[src/rtl/qlshd_pkg.sv]
// Shared constants and types for the quad line sensor hysteresis/debounce block.
// No dependencies; imported by the top level and its port checker.
package qlshd_pkg;

  localparam int CHANNELS    = 4;
  localparam int SAMPLE_BITS = 10;
  localparam int MARGIN_BITS = 8;
  localparam int FRAMES_BITS = 8;

  // Stream word widths: four samples in, three 4-bit fields out (padded to 16).
  localparam int IN_W    = CHANNELS * SAMPLE_BITS;
  localparam int OUT_W   = 16;
  localparam int FIELD_W = CHANNELS;

  // Configuration port
  localparam int CFG_IDX_W  = 3;
  localparam int CFG_DATA_W = SAMPLE_BITS;

  typedef logic [SAMPLE_BITS-1:0] sample_t;
  typedef logic [MARGIN_BITS-1:0] margin_t;
  typedef logic [FRAMES_BITS-1:0] frames_t;
  typedef logic [FIELD_W-1:0]     chan_bits_t;

  // Register indexes
  localparam logic [CFG_IDX_W-1:0] CFG_THR_FL = 3'd0;
  localparam logic [CFG_IDX_W-1:0] CFG_THR_FR = 3'd1;
  localparam logic [CFG_IDX_W-1:0] CFG_THR_BL = 3'd2;
  localparam logic [CFG_IDX_W-1:0] CFG_THR_BR = 3'd3;
  localparam logic [CFG_IDX_W-1:0] CFG_MARGIN = 3'd4;
  localparam logic [CFG_IDX_W-1:0] CFG_FRAMES = 3'd5;
  localparam logic [CFG_IDX_W-1:0] CFG_INVERT = 3'd6;

  // Register reset values
  localparam sample_t    THR_RESET    = 10'd512;
  localparam margin_t    MARGIN_RESET = 8'd20;
  localparam frames_t    FRAMES_RESET = 8'd3;
  localparam chan_bits_t INVERT_RESET = 4'd0;

  localparam sample_t SAMPLE_MAX = {SAMPLE_BITS{1'b1}};

endpackage

[src/rtl/quad_line_sensor_hysteresis_debounce.sv]
// Top level: four-channel line sensor threshold, hysteresis and debounce.
// Depends on qlshd_pkg; the port checker in qlshd_checker.sv binds to it.
//
//  channel  | direction | word fields (lowest bit up)                | width
//  ---------+-----------+--------------------------------------------+------
//  in_      | slave     | sample_fl, sample_fr, sample_bl, sample_br | 40
//  out_     | master    | raw_line_bits, hysteresis_bits, stable_bits| 16
//  cfg_     | write     | index 0..6, data up to 10 bits             | 3/10
//
// Cycles: one word accepted per clock unless stalled; with the output slot
// free its result is in the output register on the next edge, else it waits
// in the skid entry. All per-channel compares and the debounce counter update
// sit in one combinational pass between the accepted word and that register.
// Stalls: a two-deep output buffer (output register plus skid) keeps in_tready
// a registered signal; it drops only while both entries hold results.
// Reset: rst_n, synchronous, active low; clears state, buffer valids and
// loads register reset values.
module quad_line_sensor_hysteresis_debounce #(
  parameter int COUNT_BITS = 8
) (
  input  logic                             clk,
  input  logic                             rst_n,
  // in_tdata: sample_front_left[9:0], sample_front_right[19:10],
  //           sample_back_left[29:20], sample_back_right[39:30]
  input  logic                             in_tvalid,
  output logic                             in_tready,
  input  logic [qlshd_pkg::IN_W-1:0]       in_tdata,
  // out_tdata: raw_line_bits[3:0], hysteresis_bits[7:4], stable_bits[11:8],
  //            zero[15:12]
  output logic                             out_tvalid,
  input  logic                             out_tready,
  output logic [qlshd_pkg::OUT_W-1:0]      out_tdata,
  input  logic                             cfg_we,
  input  logic [qlshd_pkg::CFG_IDX_W-1:0]  cfg_index,
  input  logic [qlshd_pkg::CFG_DATA_W-1:0] cfg_data
);
  import qlshd_pkg::*;

  // Counter is compared against the 8-bit frame setting at the wider of both.
  localparam int CMP_W = (COUNT_BITS > FRAMES_BITS) ? COUNT_BITS : FRAMES_BITS;
  localparam logic [COUNT_BITS-1:0] CNT_MAX = {COUNT_BITS{1'b1}};

  // Configuration registers
  sample_t    thr_r [CHANNELS];
  margin_t    margin_r;
  frames_t    frames_r;
  chan_bits_t invert_r;

  // Per-channel state
  chan_bits_t              hold_r,    hold_nxt;
  chan_bits_t              stable_r,  stable_nxt;
  chan_bits_t              pending_r, pending_nxt;
  logic [COUNT_BITS-1:0]   cnt_r   [CHANNELS];
  logic [COUNT_BITS-1:0]   cnt_nxt [CHANNELS];

  // Combinational per-channel terms
  sample_t                 smp     [CHANNELS];
  logic [SAMPLE_BITS:0]    hi_sum  [CHANNELS];
  sample_t                 hi_bnd  [CHANNELS];
  sample_t                 lo_bnd  [CHANNELS];
  logic [COUNT_BITS-1:0]   cnt_inc [CHANNELS];
  chan_bits_t              raw_c;
  chan_bits_t              hyst_c;

  // Output buffer
  logic                    out_valid_r, skid_valid_r;
  logic [OUT_W-1:0]        out_data_r,  skid_data_r;
  logic [OUT_W-1:0]        res_word;

  logic                    in_acc;
  logic                    out_free;

  assign in_tready  = !skid_valid_r;
  assign in_acc     = in_tvalid && in_tready;
  assign out_free   = !out_valid_r || out_tready;
  assign out_tvalid = out_valid_r;
  assign out_tdata  = out_data_r;

  // Configuration writes; unknown indexes drop silently.
  always_ff @(posedge clk) begin
    if (!rst_n) begin
      for (int i = 0; i < CHANNELS; i++) thr_r[i] <= THR_RESET;
      margin_r <= MARGIN_RESET;
      frames_r <= FRAMES_RESET;
      invert_r <= INVERT_RESET;
    end else if (cfg_we) begin
      case (cfg_index)
        CFG_THR_FL: thr_r[0] <= cfg_data[SAMPLE_BITS-1:0];
        CFG_THR_FR: thr_r[1] <= cfg_data[SAMPLE_BITS-1:0];
        CFG_THR_BL: thr_r[2] <= cfg_data[SAMPLE_BITS-1:0];
        CFG_THR_BR: thr_r[3] <= cfg_data[SAMPLE_BITS-1:0];
        CFG_MARGIN: margin_r <= cfg_data[MARGIN_BITS-1:0];
        CFG_FRAMES: frames_r <= cfg_data[FRAMES_BITS-1:0];
        CFG_INVERT: invert_r <= cfg_data[FIELD_W-1:0];
        default: ;
      endcase
    end
  end

  // One pass over the frame: channels are independent of each other.
  always_comb begin
    hold_nxt    = hold_r;
    stable_nxt  = stable_r;
    pending_nxt = pending_r;
    raw_c       = '0;
    hyst_c      = '0;
    for (int i = 0; i < CHANNELS; i++) begin
      smp[i]    = in_tdata[i*SAMPLE_BITS +: SAMPLE_BITS];
      cnt_nxt[i] = cnt_r[i];

      // Bounds saturate at the converter range.
      hi_sum[i] = {1'b0, thr_r[i]} + {{(SAMPLE_BITS+1-MARGIN_BITS){1'b0}}, margin_r};
      hi_bnd[i] = hi_sum[i][SAMPLE_BITS] ? SAMPLE_MAX : hi_sum[i][SAMPLE_BITS-1:0];
      lo_bnd[i] = (thr_r[i] > {{(SAMPLE_BITS-MARGIN_BITS){1'b0}}, margin_r})
                ? thr_r[i] - {{(SAMPLE_BITS-MARGIN_BITS){1'b0}}, margin_r}
                : '0;

      // Hold is kept before inversion.
      if (smp[i] >= hi_bnd[i])      hold_nxt[i] = 1'b1;
      else if (smp[i] < lo_bnd[i])  hold_nxt[i] = 1'b0;

      raw_c[i]  = (smp[i] >= thr_r[i]) ^ invert_r[i];
      hyst_c[i] = hold_nxt[i] ^ invert_r[i];

      // Saturating count of frames that agree with the pending level.
      cnt_inc[i] = (cnt_r[i] == CNT_MAX) ? cnt_r[i] : cnt_r[i] + 1'b1;

      if (hyst_c[i] == stable_r[i]) begin
        pending_nxt[i] = stable_r[i];
        cnt_nxt[i]     = '0;
      end else if (hyst_c[i] == pending_r[i]) begin
        if (CMP_W'(cnt_inc[i]) >= CMP_W'(frames_r)) begin
          stable_nxt[i] = hyst_c[i];
          cnt_nxt[i]    = '0;
        end else begin
          cnt_nxt[i] = cnt_inc[i];
        end
      end else begin
        pending_nxt[i] = hyst_c[i];
        cnt_nxt[i]     = {{(COUNT_BITS-1){1'b0}}, 1'b1};
      end
    end
    res_word = {{(OUT_W-3*FIELD_W){1'b0}}, stable_nxt, hyst_c, raw_c};
  end

  // Advance channel state only on an accepted word.
  always_ff @(posedge clk) begin
    if (!rst_n) begin
      hold_r    <= '0;
      stable_r  <= '0;
      pending_r <= '0;
      for (int i = 0; i < CHANNELS; i++) cnt_r[i] <= '0;
    end else if (in_acc) begin
      hold_r    <= hold_nxt;
      stable_r  <= stable_nxt;
      pending_r <= pending_nxt;
      for (int i = 0; i < CHANNELS; i++) cnt_r[i] <= cnt_nxt[i];
    end
  end

  // Output register with skid: fill the output slot from skid first, then
  // from the new result; park the result in skid while the output stalls.
  always_ff @(posedge clk) begin
    if (!rst_n) begin
      out_valid_r  <= 1'b0;
      skid_valid_r <= 1'b0;
    end else if (out_free) begin
      out_valid_r  <= skid_valid_r || in_acc;
      skid_valid_r <= 1'b0;
    end else if (in_acc) begin
      skid_valid_r <= 1'b1;
    end
  end

  always_ff @(posedge clk) begin
    if (out_free) begin
      out_data_r <= skid_valid_r ? skid_data_r : res_word;
    end else if (in_acc) begin
      skid_data_r <= res_word;
    end
  end

endmodule

[config.mk]
export PLATFORM = sky130hd
export DESIGN_NAME = quad_line_sensor_hysteresis_debounce
export DESIGN_NICKNAME = d
export VERILOG_FILES = /design/src/rtl/qlshd_pkg.sv /design/src/rtl/quad_line_sensor_hysteresis_debounce.sv
export SDC_FILE = /design/constraint.sdc
export NUM_CORES = 1
export LEC_CHECK = 0
export BUFFER_PORTS_ARGS = -buffer_cell sky130_fd_sc_hd__buf_4
export CORE_AREA = 2 2 195 197
export DETAILED_ROUTE_END_ITERATION = 6
export DIE_AREA = 0 0 197 199
export PLACE_DENSITY = 0.52
export SLEW_MARGIN = 5
export SYNTH_ARGS = -nofsm -noshare
export SYNTH_HDL_FRONTEND = slang
export SYNTH_SLANG_ARGS = --single-unit
[constraint.sdc]
create_clock -name clk -period 14.4 [get_ports clk]
set_clock_uncertainty 0.1 [all_clocks]
set_input_delay 0.72 -clock clk [delete_from_list [all_inputs] [get_ports clk]]
set_output_delay 0.72 -clock clk [all_outputs]
set_load 0.01 [all_outputs]
==> results.yml <==
clock_network:
  cts-resized-gates: 0
  path_clk_slew_ns: 0.06
  clockBufferDepth: 2
  insertion_delay_ns: 0.42
  ctsHoldBuffers: 0
  cts_setup_buffers: 0
  h-tree-depth: 4
  numClockSinks: 130
  root_buffer: "clkbuf_16"
  cts_buffers: 17
  cts_tree: "yes"
logic_synthesis:
  post_synth_fa_ha_maj_area_fraction: 0.226
  syn_area_um2: 12900
  synth.avg_cell_area_um2: 8.76
  synth_compound_area_frac: 0.186
  synth_ff_type: "edfxtp_1"
  synth_top_family_by_area: "adder cells"
  ys_seq_area_frac: 0.276
  yosys_warnings: 0
  synth_edf_count: 96
  synth-xor-area-share: 0.0376
  async_flop_share: 0
  yosysTopAreaCellShare: 0.224
  synth_cell_type_count: 81
  synthMuxAreaShare: 0.0163
  netlist_instances: 1473
  synth_largest_area_cell: "edfxtp_1"
  synth_seq_cells: 130
  synth.area.top_cells: "edfxtp_1 22%, ha_1 21%, dfxtp_1 5.3%"
  yosys.area_share.simple: 0.202
global_route:
  grt-ovfl-total: 0
  grt_pass1_wl_um: 59300
  antenna_found_initial: 1
  grt_max_degree: 55
  grt_pass1_vias: 10700
  grt_usage: 0.197
timing:
  slew_headroom: 0.450
  final.period_utilization: 0.435
  hold_viol: 0
  slew_viol_final: 0
  setup_tns_ns: 0
  setup_viol: 0
  tightest_slew_ns: 0.825
  max_freq_mhz: 160
  rsz0062_at_grt: "no"
  fin_crit_ns: 6.27
final_layout:
  final_nets: 1820
  final_util: 0.389
  fillers: 3748
  diodes: 0
  final_cell_mix: "220 x ha_1, 136 x nand2_1, 126 x inv_1"
  final_common_cell: "ha_1"
  drive_gt1_frac: 0.0976
  area_growth_pct: 12.1
setup_path:
  crit_fanout: 12
  reg2reg_depth: 22
  reg2reg_from: "margin_r[1]"
  crit_slowest_cell: "inv_1"
  cp-end-kind: "register"
  cp_cell_sequence: "inv_1 -> ha_1 -> nor2b_1 -> o21ai_0 -> a21oi_1 -> o21ai_0 -> a21oi_1 -> o21ai_0 -> a21oi_1 -> o21ai_0 -> ha_1 -> a21o_1 -> a21o_1 -> a21oi_1 -> a2bb2oi_1 -> o211ai_1 -> nor3_2 -> inv_1 -> ha_1 -> nand3_1 -> or2_2 -> nor4bb_1"
  r2r_end: "cnt_r[3][6]"
  cp.arrival_ns: 6.40
  critPathMaxStageDelay_ns: 0.64
  crit_buf_inv: 2
  critPathRequiredTime_ns: 14.53
  start_kind: "register"
  r2r_slack_ns: 8.13
  critPathTopFamily: "compound AO/OA/AOI/OAI gates"
  criticalPathCategory: "register to register"
floorplanning:
  start_util: 0.347
  die_w_um: 197
  io_pins: 76
  coreArea_um2: 37100
  rows: 71
  fp.dieH_um: 199
  fp.dieArea_um2: 39200
hold_path:
  min_path_cells: 2
  min_from: "frames_r[2]"
  hold_path_end: "frames_r[2]"
  hold_path_class: "register to register"
drt:
  firstDrtPassIters: 5
  antenna_left: 0
  vias: 10700
  drtIter0Drc: 575
  viasPerCell: 5.30
  drc_errors: 0
  avgRoutedWirePerCell_um: 18.5
  routed_wl_um: 37500
power_and_ir_drop:
  switchingPower_mw: 0.441
  share_comb_of_total_power: 0.306
  leakagePower_nw: 6.28
  p_seq_frac: 0.350
  pwr-share-clk: 0.343
  powerDensity_nw_per_um2: 91.5
  vdd_drop_max_uv: 92.0
  p_int_mw: 0.883
  sw_frac_of_total: 0.333
place:
  hpwl_um: 29700
  gp_congestion: 0.862
  port_buffers: 71
flow_run:
  maxCapViolations: 0
outcome:
  status: "completed"
## cell type report
cell class,count,area [um2],share of cell area
timing repair buffer,78,586,0.0405
tap,474,593,0.0410
inverter,127,477,0.0330
sequential,130,3560,0.246
multi-input combinational,1180,8630,0.597
clock buffer,22,487,0.0337
clock inverter,10,121,0.00839
## how the worst max path moves through the flow
| stage | from | end | slack [ns] | cells past startpoint |
|---|---|---|---|---|
| after detailed placement | margin_r[1] | out_tdata[8] | 8.25 | 23 |
| final | margin_r[1] | cnt_r[3][6] | 8.13 | 22 |
| after floorplan | margin_r[1] | out_tdata[10] | 9.12 | 23 |
| after global placement | margin_r[1] | out_tdata[8] | 8.30 | 23 |
| after CTS | margin_r[1] | out_tdata[8] | 8.21 | 23 |
| after global routing | margin_r[1] | out_tdata[8] | 7.64 | 23 |
## power groups by stage
stage | sequential, mW | combinational, mW | clock [mW]
floorplan | 0.458 | 0.291 | 0
global placement | 0.471 | 0.400 | 0
detailed placement | 0.470 | 0.405 | 0
CTS | 0.463 | 0.407 | 0.461
global route | 0.467 | 0.464 | 0.477
finish | 0.463 | 0.406 | 0.455
## worst reg2reg max path, stage by stage (launching register included)
cell and delay, ns:
dfxtp_1 0.38, inv_1 0.64, ha_1 0.39, nor2b_1 0.14, o21ai_0 0.22, a21oi_1 0.13
o21ai_0 0.23, a21oi_1 0.12, o21ai_0 0.32, a21oi_1 0.12, o21ai_0 0.35, ha_1 0.32
a21o_1 0.18, a21o_1 0.16, a21oi_1 0.25, a2bb2oi_1 0.19, o211ai_1 0.20, nor3_2 0.39
inv_1 0.09, ha_1 0.39, nand3_1 0.10, or2_2 0.39, nor4bb_1 0.30
## registers in the layout (all words and copies together) (netlist names), 4 cells and up
signal / count
thr_r: 40
cnt_r: 32
out_tdata: 12
skid_data_r: 12
frames_r: 8
margin_r: 8
hold_r: 4
invert_r: 4
pending_r: 4
stable_r: 4
## cell families (layout without fill, tap and decap cells)
group / count (synthesis) / after routing
other cells: 1 / 4
buf+inv: 166 / 237
flops: 130 / 130
simple gates: 521 / 521
mux: 20 / 20
fa+ha+maj: 228 / 228
xor+xnor: 48 / 48
compound gates: 359 / 359
## synthesized netlist by cell type (5+ instances only)
cell,number
ha_1,220
o21bai_1,14
nand3_1,53
nor3_1,37
nand2_1,136
o21a_1,19
o211a_1,6
edfxtp_1,96
xnor2_1,30
a21oi_1,94
or3_1,14
mux2_2,8
buf_4,5
a211oi_1,16
and2_1,39
xor2_1,14
a31oi_1,8
a2111o_1,5
fa_1,8
nand4_1,23
and3_1,29
clkbuf_1,23
o211ai_1,12
nand2b_1,25
dfxtp_1,34
o31ai_1,12
nor2_1,106
nor4_1,8
o21ai_0,74
inv_1,126
nor3b_1,5
a21o_1,36
or2_2,6
nor2b_1,20
mux2i_1,12
a21boi_0,20
## per-stage QoR
stage	hold slack, ns	setup slack (ns)	instances	area [um2]	power [mW]
after floorplan	0.343	9.12	1476	12900	0.749
after global placement	0.353	8.30	1989	13900	0.870
after detailed placement	0.368	8.25	1989	13900	0.875
after CTS	0.378	8.21	2021	14500	1.33
after global routing	0.394	7.64	2021	14500	1.41
final	0.373	8.13	2021	14500	1.32
## per-layer routing
metal | GRT usage | vias to the layer above | share of wire
met4 | 0.0549 | 0 | 0.023
li1 | - | 5434 | -
met5 | 0 | - | 0
met1 | 0.262 | 5020 | 0.47
met2 | 0.329 | 213 | 0.46
met3 | 0.0332 | 46 | 0.042
No activity file was read; power rests on OpenSTA's default activity.
